File: config.mk
export PLATFORM = sky130hd
export DESIGN_NAME = pem_base64_body_decoder_top_flat
export DESIGN_NICKNAME = d
export VERILOG_FILES = /design/src/rtl/core/pbd_pkg.sv /design/src/rtl/core/pbd_if.sv /design/src/rtl/core/pem_base64_body_decoder_top.sv /design/src/rtl/core/pbd_decode.sv /design/src/rtl/core/pbd_serializer.sv /design/src/flat_wrapper.sv
export SDC_FILE = /design/constraint.sdc
export NUM_CORES = 1
export LEC_CHECK = 0
export BUFFER_PORTS_ARGS = -buffer_cell sky130_fd_sc_hd__buf_2
export CORE_MARGIN = 2
export CORE_UTILIZATION = 40
export DETAILED_ROUTE_END_ITERATION = 16
export GPL_TIMING_DRIVEN = 0
export HOLD_SLACK_MARGIN = 0.05
export SLEW_MARGIN = 10
export SYNTH_ARGS = -nofsm -noshare
export SYNTH_HDL_FRONTEND = slang
export SYNTH_SLANG_ARGS = --single-unit
File: constraint.sdc
create_clock -name clk -period 2.3 [get_ports clk]
set_input_delay 0.23 -clock clk [delete_from_list [all_inputs] [get_ports clk]]
set_output_delay 0.23 -clock clk [all_outputs]
set_load 0.01 [all_outputs]
File: src/rtl/core/pbd_pkg.sv
// pbd_pkg: shared types, constants and the symbol decode function for the
// pem base64 body decoder; no dependencies
package pbd_pkg;

    localparam logic [7:0] CHAR_DASH  = 8'h2D;
    localparam logic [7:0] CHAR_PAD   = 8'h3D;
    localparam logic [7:0] CHAR_SPACE = 8'h20;
    localparam logic [7:0] CHAR_PLUS  = 8'h2B;
    localparam logic [7:0] CHAR_SLASH = 8'h2F;
    localparam logic [2:0] QUAD_LEN   = 3'd4;

    typedef enum logic [2:0] {
        PH_HEADER = 3'b001,
        PH_BODY   = 3'b010,
        PH_ENDED  = 3'b100
    } phase_t;

    typedef struct packed {
        logic       valid;
        logic [5:0] value;
    } sextet_t;

    // results caused by one input word
    typedef struct packed {
        logic [2:0][7:0] bytes;
        logic [1:0]      nbytes;
        logic [1:0]      nres;
        logic            ended;
        logic            err;
        logic            eob;
    } pbd_group_t;

    function automatic sextet_t sextet_of(input logic [7:0] c);
        sextet_t s;
        s.valid = 1'b1;
        s.value = 6'd0;
        if (c >= 8'h41 && c <= 8'h5A)
        begin
            s.value = 6'(c - 8'h41);
        end
        else if (c >= 8'h61 && c <= 8'h7A)
        begin
            s.value = 6'(c - 8'h61 + 8'd26);
        end
        else if (c >= 8'h30 && c <= 8'h39)
        begin
            s.value = 6'(c - 8'h30 + 8'd52);
        end
        else if (c == CHAR_PLUS)
        begin
            s.value = 6'd62;
        end
        else if (c == CHAR_SLASH)
        begin
            s.value = 6'd63;
        end
        else
        begin
            s.valid = 1'b0;
        end
        return s;
    endfunction

endpackage

File: src/rtl/core/pbd_if.sv
// pbd_if: valid/ready channel interfaces for text input and decoded output
// depends on nothing

interface pbd_in_if;
    logic       valid;
    logic       ready;
    logic [7:0] in_byte;
    logic       end_of_buffer;

    modport source (output valid, output in_byte, output end_of_buffer, input ready);
    modport sink   (input valid, input in_byte, input end_of_buffer, output ready);
endinterface

interface pbd_out_if;
    logic       valid;
    logic       ready;
    logic [7:0] out_byte;
    logic       has_byte;
    logic       last_of_run;
    logic       body_ended;
    logic       decode_error;
    logic       object_done;

    modport source (output valid, output out_byte, output has_byte, output last_of_run,
                    output body_ended, output decode_error, output object_done,
                    input ready);
    modport sink   (input valid, input out_byte, input has_byte, input last_of_run,
                    input body_ended, input decode_error, input object_done,
                    output ready);
endinterface

File: src/rtl/core/pem_base64_body_decoder_top.sv
// pem_base64_body_decoder_top: first result word is valid in the cycle after accept;
// one input word per cycle while output is not stalled; a word ending a quad gives
// up to three result words, one per handshake; input waits until the last is taken
// rst_n asynchronous active low: header phase, quad cleared, no result pending
// depends on pbd_pkg, pbd_if, pbd_decode, pbd_serializer
module pem_base64_body_decoder_top (
    input  logic          clk,
    input  logic          rst_n,
    pbd_in_if.sink        data_in,
    pbd_out_if.source     data_out
);

    pbd_pkg::pbd_group_t group;
    logic                can_load;
    logic                fire;

    assign data_in.ready = can_load;
    assign fire          = data_in.valid && can_load;

    pbd_decode u_decode (
        .clk           (clk),
        .rst_n         (rst_n),
        .fire          (fire),
        .in_byte       (data_in.in_byte),
        .end_of_buffer (data_in.end_of_buffer),
        .group         (group)
    );

    pbd_serializer u_serializer (
        .clk          (clk),
        .rst_n        (rst_n),
        .load         (fire),
        .group        (group),
        .can_load     (can_load),
        .valid        (data_out.valid),
        .ready        (data_out.ready),
        .out_byte     (data_out.out_byte),
        .has_byte     (data_out.has_byte),
        .last_of_run  (data_out.last_of_run),
        .body_ended   (data_out.body_ended),
        .decode_error (data_out.decode_error),
        .object_done  (data_out.object_done)
    );

endmodule

File: src/rtl/core/pbd_decode.sv
// pbd_decode: phase and quad state, decodes one text word per accepted cycle
// into a result group; depends on pbd_pkg
module pbd_decode (
    input  logic                clk,
    input  logic                rst_n,
    input  logic                fire,
    input  logic [7:0]          in_byte,
    input  logic                end_of_buffer,
    output pbd_pkg::pbd_group_t group
);

    pbd_pkg::phase_t  phase_reg, phase_next;
    logic [23:0]      acc_reg, acc_next;
    logic [2:0]       sym_reg, sym_next;
    logic [2:0]       pad_reg, pad_next;
    pbd_pkg::sextet_t sx;
    logic             emit;

    assign sx = pbd_pkg::sextet_of(in_byte);

    always_comb
    begin
        phase_next   = phase_reg;
        acc_next     = acc_reg;
        sym_next     = sym_reg;
        pad_next     = pad_reg;
        emit         = 1'b0;
        group        = '0;
        unique case (phase_reg)
            pbd_pkg::PH_HEADER:
            begin
                if (in_byte < pbd_pkg::CHAR_SPACE)
                begin
                    phase_next = pbd_pkg::PH_BODY;
                end
            end
            pbd_pkg::PH_BODY:
            begin
                if (in_byte >= pbd_pkg::CHAR_SPACE && !in_byte[7])
                begin
                    if (in_byte == pbd_pkg::CHAR_DASH)
                    begin
                        group.err   = (sym_reg != 3'd0);
                        group.ended = 1'b1;
                    end
                    else if (in_byte == pbd_pkg::CHAR_PAD)
                    begin
                        acc_next = {acc_reg[17:0], 6'd0};
                        pad_next = pad_reg + 3'd1;
                        sym_next = sym_reg + 3'd1;
                    end
                    else if (sx.valid)
                    begin
                        acc_next = {acc_reg[17:0], sx.value};
                        sym_next = sym_reg + 3'd1;
                    end
                    else
                    begin
                        group.err   = 1'b1;
                        group.ended = 1'b1;
                    end
                    if (group.ended)
                    begin
                        phase_next = pbd_pkg::PH_ENDED;
                    end
                    else if (sym_next >= pbd_pkg::QUAD_LEN)
                    begin
                        emit         = 1'b1;
                        group.bytes  = {acc_next[7:0], acc_next[15:8], acc_next[23:16]};
                        if (pad_next == 3'd0)
                        begin
                            group.nbytes = 2'd3;
                        end
                        else if (pad_next == 3'd1)
                        begin
                            group.nbytes = 2'd2;
                        end
                        else
                        begin
                            group.nbytes = 2'd1;
                        end
                        acc_next = '0;
                        sym_next = '0;
                        pad_next = '0;
                    end
                end
            end
            default:
            begin
            end
        endcase
        if (end_of_buffer)
        begin
            phase_next = pbd_pkg::PH_HEADER;
            acc_next   = '0;
            sym_next   = '0;
            pad_next   = '0;
        end
        group.eob = end_of_buffer;
        if (emit)
        begin
            group.nres = group.nbytes;
        end
        else if (group.ended || end_of_buffer)
        begin
            group.nres = 2'd1;
        end
        else
        begin
            group.nres = 2'd0;
        end
    end

    always_ff @(posedge clk or negedge rst_n)
    begin
        if (!rst_n)
        begin
            phase_reg <= pbd_pkg::PH_HEADER;
            acc_reg   <= '0;
            sym_reg   <= '0;
            pad_reg   <= '0;
        end
        else if (fire)
        begin
            phase_reg <= phase_next;
            acc_reg   <= acc_next;
            sym_reg   <= sym_next;
            pad_reg   <= pad_next;
        end
    end

endmodule

File: src/rtl/core/pbd_serializer.sv
// pbd_serializer: result register holding one group, hands out one result
// word per output handshake; depends on pbd_pkg
module pbd_serializer (
    input  logic                clk,
    input  logic                rst_n,
    input  logic                load,
    input  pbd_pkg::pbd_group_t group,
    output logic                can_load,
    output logic                valid,
    input  logic                ready,
    output logic [7:0]          out_byte,
    output logic                has_byte,
    output logic                last_of_run,
    output logic                body_ended,
    output logic                decode_error,
    output logic                object_done
);

    pbd_pkg::pbd_group_t grp_reg;
    logic                valid_reg, valid_next;
    logic [1:0]          idx_reg, idx_next;
    logic                take;

    assign valid        = valid_reg;
    assign has_byte     = idx_reg < grp_reg.nbytes;
    assign out_byte     = has_byte ? grp_reg.bytes[idx_reg] : 8'd0;
    assign last_of_run  = (idx_reg == grp_reg.nres - 2'd1);
    assign body_ended   = grp_reg.ended;
    assign decode_error = grp_reg.err;
    assign object_done  = grp_reg.eob;
    assign take         = valid_reg && ready;
    assign can_load     = !valid_reg || (take && last_of_run);

    always_comb
    begin
        valid_next = valid_reg;
        idx_next   = idx_reg;
        if (take)
        begin
            if (last_of_run)
            begin
                valid_next = 1'b0;
                idx_next   = 2'd0;
            end
            else
            begin
                idx_next = idx_reg + 2'd1;
            end
        end
        if (load)
        begin
            valid_next = (group.nres != 2'd0);
            idx_next   = 2'd0;
        end
    end

    always_ff @(posedge clk or negedge rst_n)
    begin
        if (!rst_n)
        begin
            valid_reg <= 1'b0;
            idx_reg   <= 2'd0;
        end
        else
        begin
            valid_reg <= valid_next;
            idx_reg   <= idx_next;
        end
    end

    always_ff @(posedge clk)
    begin
        if (load)
        begin
            grp_reg <= group;
        end
    end

endmodule

File: src/flat_wrapper.sv
// flat-port wrapper written by rule: the top's interface ports become plain ports
module pem_base64_body_decoder_top_flat 
  (clk, rst_n, data_in_valid, data_in_in_byte, data_in_end_of_buffer, data_in_ready, data_out_valid, data_out_out_byte, data_out_has_byte, data_out_last_of_run, data_out_body_ended, data_out_decode_error, data_out_object_done, data_out_ready);
  pbd_in_if data_in_i ();
  pbd_out_if data_out_i ();
  input  logic clk;
  input  logic rst_n;
  input wire logic [$bits(data_in_i.valid)-1:0] data_in_valid;
  input wire logic [$bits(data_in_i.in_byte)-1:0] data_in_in_byte;
  input wire logic [$bits(data_in_i.end_of_buffer)-1:0] data_in_end_of_buffer;
  output wire logic [$bits(data_in_i.ready)-1:0] data_in_ready;
  output wire logic [$bits(data_out_i.valid)-1:0] data_out_valid;
  output wire logic [$bits(data_out_i.out_byte)-1:0] data_out_out_byte;
  output wire logic [$bits(data_out_i.has_byte)-1:0] data_out_has_byte;
  output wire logic [$bits(data_out_i.last_of_run)-1:0] data_out_last_of_run;
  output wire logic [$bits(data_out_i.body_ended)-1:0] data_out_body_ended;
  output wire logic [$bits(data_out_i.decode_error)-1:0] data_out_decode_error;
  output wire logic [$bits(data_out_i.object_done)-1:0] data_out_object_done;
  input wire logic [$bits(data_out_i.ready)-1:0] data_out_ready;
  assign data_in_i.valid = data_in_valid;
  assign data_in_i.in_byte = data_in_in_byte;
  assign data_in_i.end_of_buffer = data_in_end_of_buffer;
  assign data_in_ready = data_in_i.ready;
  assign data_out_valid = data_out_i.valid;
  assign data_out_out_byte = data_out_i.out_byte;
  assign data_out_has_byte = data_out_i.has_byte;
  assign data_out_last_of_run = data_out_i.last_of_run;
  assign data_out_body_ended = data_out_i.body_ended;
  assign data_out_decode_error = data_out_i.decode_error;
  assign data_out_object_done = data_out_i.object_done;
  assign data_out_i.ready = data_out_ready;
  pem_base64_body_decoder_top u_core (.clk(clk), .rst_n(rst_n), .data_in(data_in_i), .data_out(data_out_i));
endmodule
==> flow_summary.ini, run 1 <==
[worst_setup_path]
endpoint_kind = register
r2r.worst_path.cells = 7
endpoint = u_core.u_serializer.grp_reg[3]
r2r_start = u_core.u_decode.sym_reg[1]
max_stage_delay_ps = 500
cp_data_required_time_ps = 2390
cp.depth = 10
r2r_end = u_core.u_decode.pad_reg[2]
cp_slowest_cell = a311o_2
critPathKind = primary input to register
crit_start = data_in_in_byte[2]
path_cells = clkbuf_4 > inv_4 > ha_1 > buf_4 > a21boi_1 > or2_4 > a311o_2 > a21oi_4 > buf_4 > a21boi_1
worst-path-buf-inv = 4
arrival_ps = 2280
r2r_slack_ps = 140
cp-start-kind = primary input
crit_path_max_fanout = 10
crit_family = compound AO/OA/AOI/OAI gates

[routing]
wl_per_cell_um = 16.5
via_count = 2692
via_per_inst = 5.37
ant_nets = 0
drc_errors = 0
firstDrtPassIters = 4
drt_iter0_drc = 152
routed_wirelength_um = 8280

[synth]
syn-num-nets = 373
ys_types = 69
async_flop_share = 0.492
syn-cell-area_um2 = 3630
ys_top_cells_by_area = edfxtp_1 26%, dfrtp_1 20%, ha_1 4.5%, mux2i_1 4.1%, a22o_1 4.1%
synth_ff_type = edfxtp_1
netlist_instances = 347
ys.warnings.count = 0
synth_seq_area_share = 0.463
synth_edf_count = 31
yosys.area.top_type = edfxtp_1
syn_area_per_cell_um2 = 10.5
synth_seq_cells = 61
synth_top_area_frac = 0.256

[grt]
grt_pass1_wl_um = 13600
grt_max_degree = 31
grt_pass1_vias = 2632
grt-ovfl-total = 0
antenna_found_initial = 0
track_usage = 0.176

[layout]
final_nets = 414
fill_cells = 815
final_util = 0.483
seq_area_um2 = 1680
largest_register_ff_count = 28
insertedDiodeCount = 0
area_delta_synth_final_pct = 16.7
final_cell_area_um2 = 4240
multi_input_area_um2 = 1890
drive_gt1_frac = 0.232

[power]
p_sw_frac = 0.361
vdd_ir_drop_max_uv = 303
internal_power_mw = 2.32
p_clk_frac = 0.235
comb_power_share = 0.344
leakage_nw = 1.74
p_per_area_nw_per_um2 = 856
p_seq_frac = 0.421
p_switching_mw = 1.31

[timing]
tightest_slew_ps = 707
hold_viol = 0
slew_violations = 0
layout_min_cycle_time_ps = 2190
fin_worst_skew_ps = 9.95
min_period_over_period = 0.953
slew_headroom = 0.529
setup_viol = 0
clock.fmax_ghz = 0.456

[clock_tree]
clock_path_buffers = 2
root_buffer = clkbuf_8
clkSinkCount = 61
cts-htree-levels = 3
insertion_delay_ps = 340
clkTransAtPathRegs_ps = 70
numCtsBuffers = 9
tritoncts = yes

[die]
die-width_um = 99.3
ios = 28
rows = 34
die-area_um2 = 9860
die_h_um = 99.3
fp.coreArea_um2 = 8760
initial_core_util = 0.414

[placed_design]
place.gp.congestion = 0.857
hpwl_um = 5950
placedInstanceArea_um2 = 3900
io_buffers = 27

[hold_path]
hold_depth = 2
hold_path_class = primary input to register

[run_status]
status = finished, final reports clean

[flow_run]
maxCapViolations = 0
## stage by stage
| step | worst slack (ps) | power (mW) | std cells | setup TNS (ps) | hold slack (ps) |
|---|---|---|---|---|---|
| floorplan | 40.2 | 2.35 | 347 | 0 | -65.6 |
| global placement | -692 | 2.70 | 482 | -18080 | 322 |
| detailed placement | -758 | 2.74 | 482 | -20330 | 329 |
| CTS | 13.1 | 3.62 | 501 | 0 | 150 |
| global route | -11.8 | 3.85 | 501 | -20.8 | 168 |
| finish | 108 | 3.63 | 501 | 0 | 160 |
## cell usage after synthesis (2+ instances only)
master / count
mux2i_1: 15
o31ai_2: 2
o21ai_0: 14
clkbuf_1: 5
a221o_1: 2
inv_1: 16
a21boi_0: 2
and2_1: 19
ha_1: 13
o21ai_1: 3
or2_2: 2
o21ai_2: 2
nand3_1: 9
buf_6: 5
a2bb2oi_1: 3
a21boi_1: 2
a221oi_1: 5
o22ai_1: 3
buf_4: 3
xnor2_1: 4
edfxtp_1: 31
nand2b_1: 6
a22o_1: 17
nand3b_1: 2
nor2b_1: 4
a21oi_1: 21
a211o_1: 2
or3_1: 2
and2b_2: 2
dfrtp_1: 29
nor2_1: 36
nand2_1: 22
nand4b_1: 2
a21oi_2: 3
nor3_1: 5
## final cells by class
class                   count  share of cell area
plain buffers              14              0.0251
clock buffers              10              0.0325
clock inverters             6             0.00916
inverters                  17              0.0157
multi-input cells         255               0.447
flip-flops and latches     61               0.397
well taps                 108              0.0319
repair buffers             30              0.0413
## layer usage
layer / part of all wire / global-route usage
met1: 0.49 / 0.250
met2: 0.47 / 0.275
met3: 0.031 / 0.0267
met4: 0.014 / 0.0643
met5: 0 / 0
## cell families (layout without fill, tap and decap cells)
group,Yosys count,count (layout),share of synthesized area
AO/OA/AOI/OAI,97,97,0.204
XOR/XNOR,5,5,0.0121
adder cells (fa/ha/maj),13,13,0.0448
buffers and inverters,32,77,0.0469
flip-flops,61,61,0.463
multiplexers,17,17,0.0476
AND/OR/NAND/NOR,122,123,0.181
## worst min path at each step
stage / slack, ps / endpoint / startpoint
floorplan: -70 / u_core.u_decode.acc_reg[0] / rst_n
global placement: 320 / u_core.u_serializer.idx_reg[0] / rst_n
detailed placement: 330 / u_core.u_serializer.valid / rst_n
CTS: 150 / u_core.u_serializer.valid / data_in_valid
global route: 170 / u_core.u_serializer.valid / data_in_valid
finish: 160 / u_core.u_serializer.valid / data_in_valid
## power by group through the flow
| stage | sequential, mW | clock (mW) | combinational [mW] |
|---|---|---|---|
| after floorplan | 1.51 | 0 | 0.837 |
| after global placement | 1.52 | 0 | 1.18 |
| after detailed placement | 1.53 | 0 | 1.20 |
| after CTS | 1.51 | 0.864 | 1.25 |
| after global routing | 1.56 | 0.908 | 1.38 |
| final | 1.53 | 0.852 | 1.25 |
## cell usage in the layout, fill, tap and decap left out, types with 4 or more instances in the layout
cell type / count
o21ai_1: 5
clkbuf_1: 4
edfxtp_1: 31
nor2b_1: 4
inv_1: 15
o21ai_0: 12
dfrtp_1: 29
buf_4: 5
nand2b_1: 6
a21oi_4: 4
and2_1: 19
mux2i_1: 14
clkbuf_8: 10
buf_2: 26
ha_1: 13
nor3_1: 5
buf_6: 5
nor2_1: 35
a22o_1: 17
a21oi_1: 20
nand2_1: 22
nand3_1: 8
## repair_timing
action | CTS | global route
resized for setup | 13 | 12
endpoints found under the hold margin | 29 | 0
hold buffers | 1 | 0
gates cloned | 1 | 0
endpoints found under the setup margin | 42 | 38
setup buffers | 1 | 1
pin swaps | 4 | 5
Note: power is estimated with default switching activity, not from simulation.
==> run 2, diff against run 1 <==
--- a/config.mk
+++ b/config.mk
@@ -8,9 +8,11 @@
 export BUFFER_PORTS_ARGS = -buffer_cell sky130_fd_sc_hd__buf_2
 export CORE_MARGIN = 2
 export CORE_UTILIZATION = 40
+export CTS_CLUSTER_SIZE = 10
 export DETAILED_ROUTE_END_ITERATION = 16
 export GPL_TIMING_DRIVEN = 0
 export HOLD_SLACK_MARGIN = 0.05
+export PLACE_DENSITY_LB_ADDON = 0.3
 export SLEW_MARGIN = 10
 export SYNTH_ARGS = -nofsm -noshare
 export SYNTH_HDL_FRONTEND = slang
==> flow_summary.ini, run 2 (synthesized netlist as in run 1, its figures left out) <==
[worst_setup_path]
endpoint = u_core.u_decode.pad_reg[2]
r2r_end = u_core.u_decode.pad_reg[2]
r2r_slack_ps = 90
critPathKind = register to register
r2r.worst_path.cells = 7
cp-start-kind = register
cp_data_required_time_ps = 2510
endpoint_kind = register
crit_path_max_fanout = 5
arrival_ps = 2420
crit_start = u_core.u_decode.sym_reg[1]
r2r_start = u_core.u_decode.sym_reg[1]

[power]
leakage_nw = 1.76
p_per_area_nw_per_um2 = 853
p_sw_frac = 0.362
p_clk_frac = 0.236
vdd_ir_drop_max_uv = 308
comb_power_share = 0.351
p_switching_mw = 1.32
p_seq_frac = 0.414
internal_power_mw = 2.32

[die]
die_h_um = 99.3
die-area_um2 = 9860
ios = 28
rows = 34
die-width_um = 99.3
fp.coreArea_um2 = 8760
initial_core_util = 0.414

[routing]
via_count = 2797
wl_per_cell_um = 16.5
via_per_inst = 5.51
ant_nets = 0
drt_iter0_drc = 164
routed_wirelength_um = 8380
drc_errors = 0
firstDrtPassIters = 4

[grt]
grt-ovfl-total = 0
grt_pass1_vias = 2690
grt_max_degree = 31
antenna_found_initial = 0
track_usage = 0.176
grt_pass1_wl_um = 13700

[timing]
setup_viol = 0
slew_headroom = 0.511
slew_violations = 0
clock.fmax_ghz = 0.453
min_period_over_period = 0.961
layout_min_cycle_time_ps = 2210
rsz0062_at_grt = false
tightest_slew_ps = 733
fin_worst_skew_ps = 6.20
hold_viol = 0

[layout]
drive_gt1_frac = 0.243
final_util = 0.487
insertedDiodeCount = 0
fill_cells = 826
area_delta_synth_final_pct = 17.5
mostFrequentLayoutCell = nor2_1
final_nets = 421
final_cells = 508
final_cell_mix = 34 x nor2_1, 31 x edfxtp_1, 29 x dfrtp_1
largest_register_ff_count = 28

[placed_design]
io_buffers = 27
place.gp.congestion = 0.816
hpwl_um = 5850
dp.cells = 482

[clock_tree]
cts-htree-levels = 3
clock_path_buffers = 2
clkSinkCount = 61
clkTransAtPathRegs_ps = 70
numCtsBuffers = 9
root_buffer = clkbuf_8
tritoncts = yes
insertion_delay_ps = 340

[hold_path]
hold_path_class = primary input to register

[run_status]
status = finished, final reports clean

[flow_run]
maxCapViolations = 0
-- run 2: metrics by stage --
stage / setup WS, ps / cell area [um2] / hold WS, ps / setup TNS, ps / power [mW]
global route: 2.76 / 4270 / 180 / 0 / 3.86
global placement: -654 / 3900 / 329 / -18160 / 2.70
floorplan: 40.2 / 3630 / -65.6 / 0 / 2.35
finish: 90.7 / 4270 / 167 / 0 / 3.64
detailed placement: -723 / 3900 / 330 / -20270 / 2.74
CTS: 5.36 / 4180 / 160 / 0 / 3.62
-- run 2: what timing repair did --
action | in CTS | in global routing
buffers inserted | 4 | 4
gates resized for setup | 11 | 17
gates cloned | 1 | 0
hold endpoints to repair | 29 | 0
pin swaps | 4 | 6
endpoints found under the setup margin | 42 | 32
hold buffers | 1 | 0
-- run 2: how the worst min path moves through the flow --
| stage | startpoint | endpoint | slack [ps] | cells past startpoint |
|---|---|---|---|---|
| 2_1_floorplan | rst_n | u_core.u_decode.acc_reg[0] | -70 | 0 |
| 3_3_place_gp | rst_n | u_core.u_decode.sym_reg[0] | 330 | 1 |
| 3_5_place_dp | rst_n | u_core.u_decode.sym_reg[2] | 330 | 1 |
| 4_1_cts | data_in_valid | u_core.u_serializer.valid | 160 | 2 |
| 5_1_grt | data_in_valid | u_core.u_serializer.valid | 180 | 2 |
| 6_report | data_in_valid | u_core.u_serializer.valid | 170 | 2 |
-- run 2: critical path, cell delays in order, from the launching register on --
cell and delay [ps]:
dfrtp_1 400, ha_1 200, xor2_1 520, o21a_4 250, and3_4 210, a211o_1 200, a2bb2oi_1 230, o31ai_2 90
-- run 2: power groups by stage --
| stage | clock network, mW | logic, mW | registers [mW] |
|---|---|---|---|
| 6_report | 0.858 | 1.28 | 1.51 |
| 5_1_grt | 0.909 | 1.42 | 1.53 |
| 4_1_cts | 0.865 | 1.25 | 1.51 |
| 3_5_place_dp | 0 | 1.21 | 1.53 |
| 3_3_place_gp | 0 | 1.17 | 1.52 |
| 2_1_floorplan | 0 | 0.837 | 1.51 |
-- run 2: area by class of cell --
type	count	area (um2)	area share
plain buffers	15	114	0.0267
clock buffers	11	141	0.0331
clock inverters	5	36.3	0.00850
inverters	17	66.3	0.0155
multi-input cells	255	1890	0.442
flip-flops and latches	61	1680	0.394
well taps	108	135	0.0317
repair buffers	36	205	0.0481
-- run 2: layer usage --
metal  routed length (um)  up-vias  track usage
li1                     -     1369            -
met3                  281       10       0.0309
met5                    0        -            0
met4                  167        0       0.0643
met1                 3930     1350        0.239
met2                 4000       68        0.284
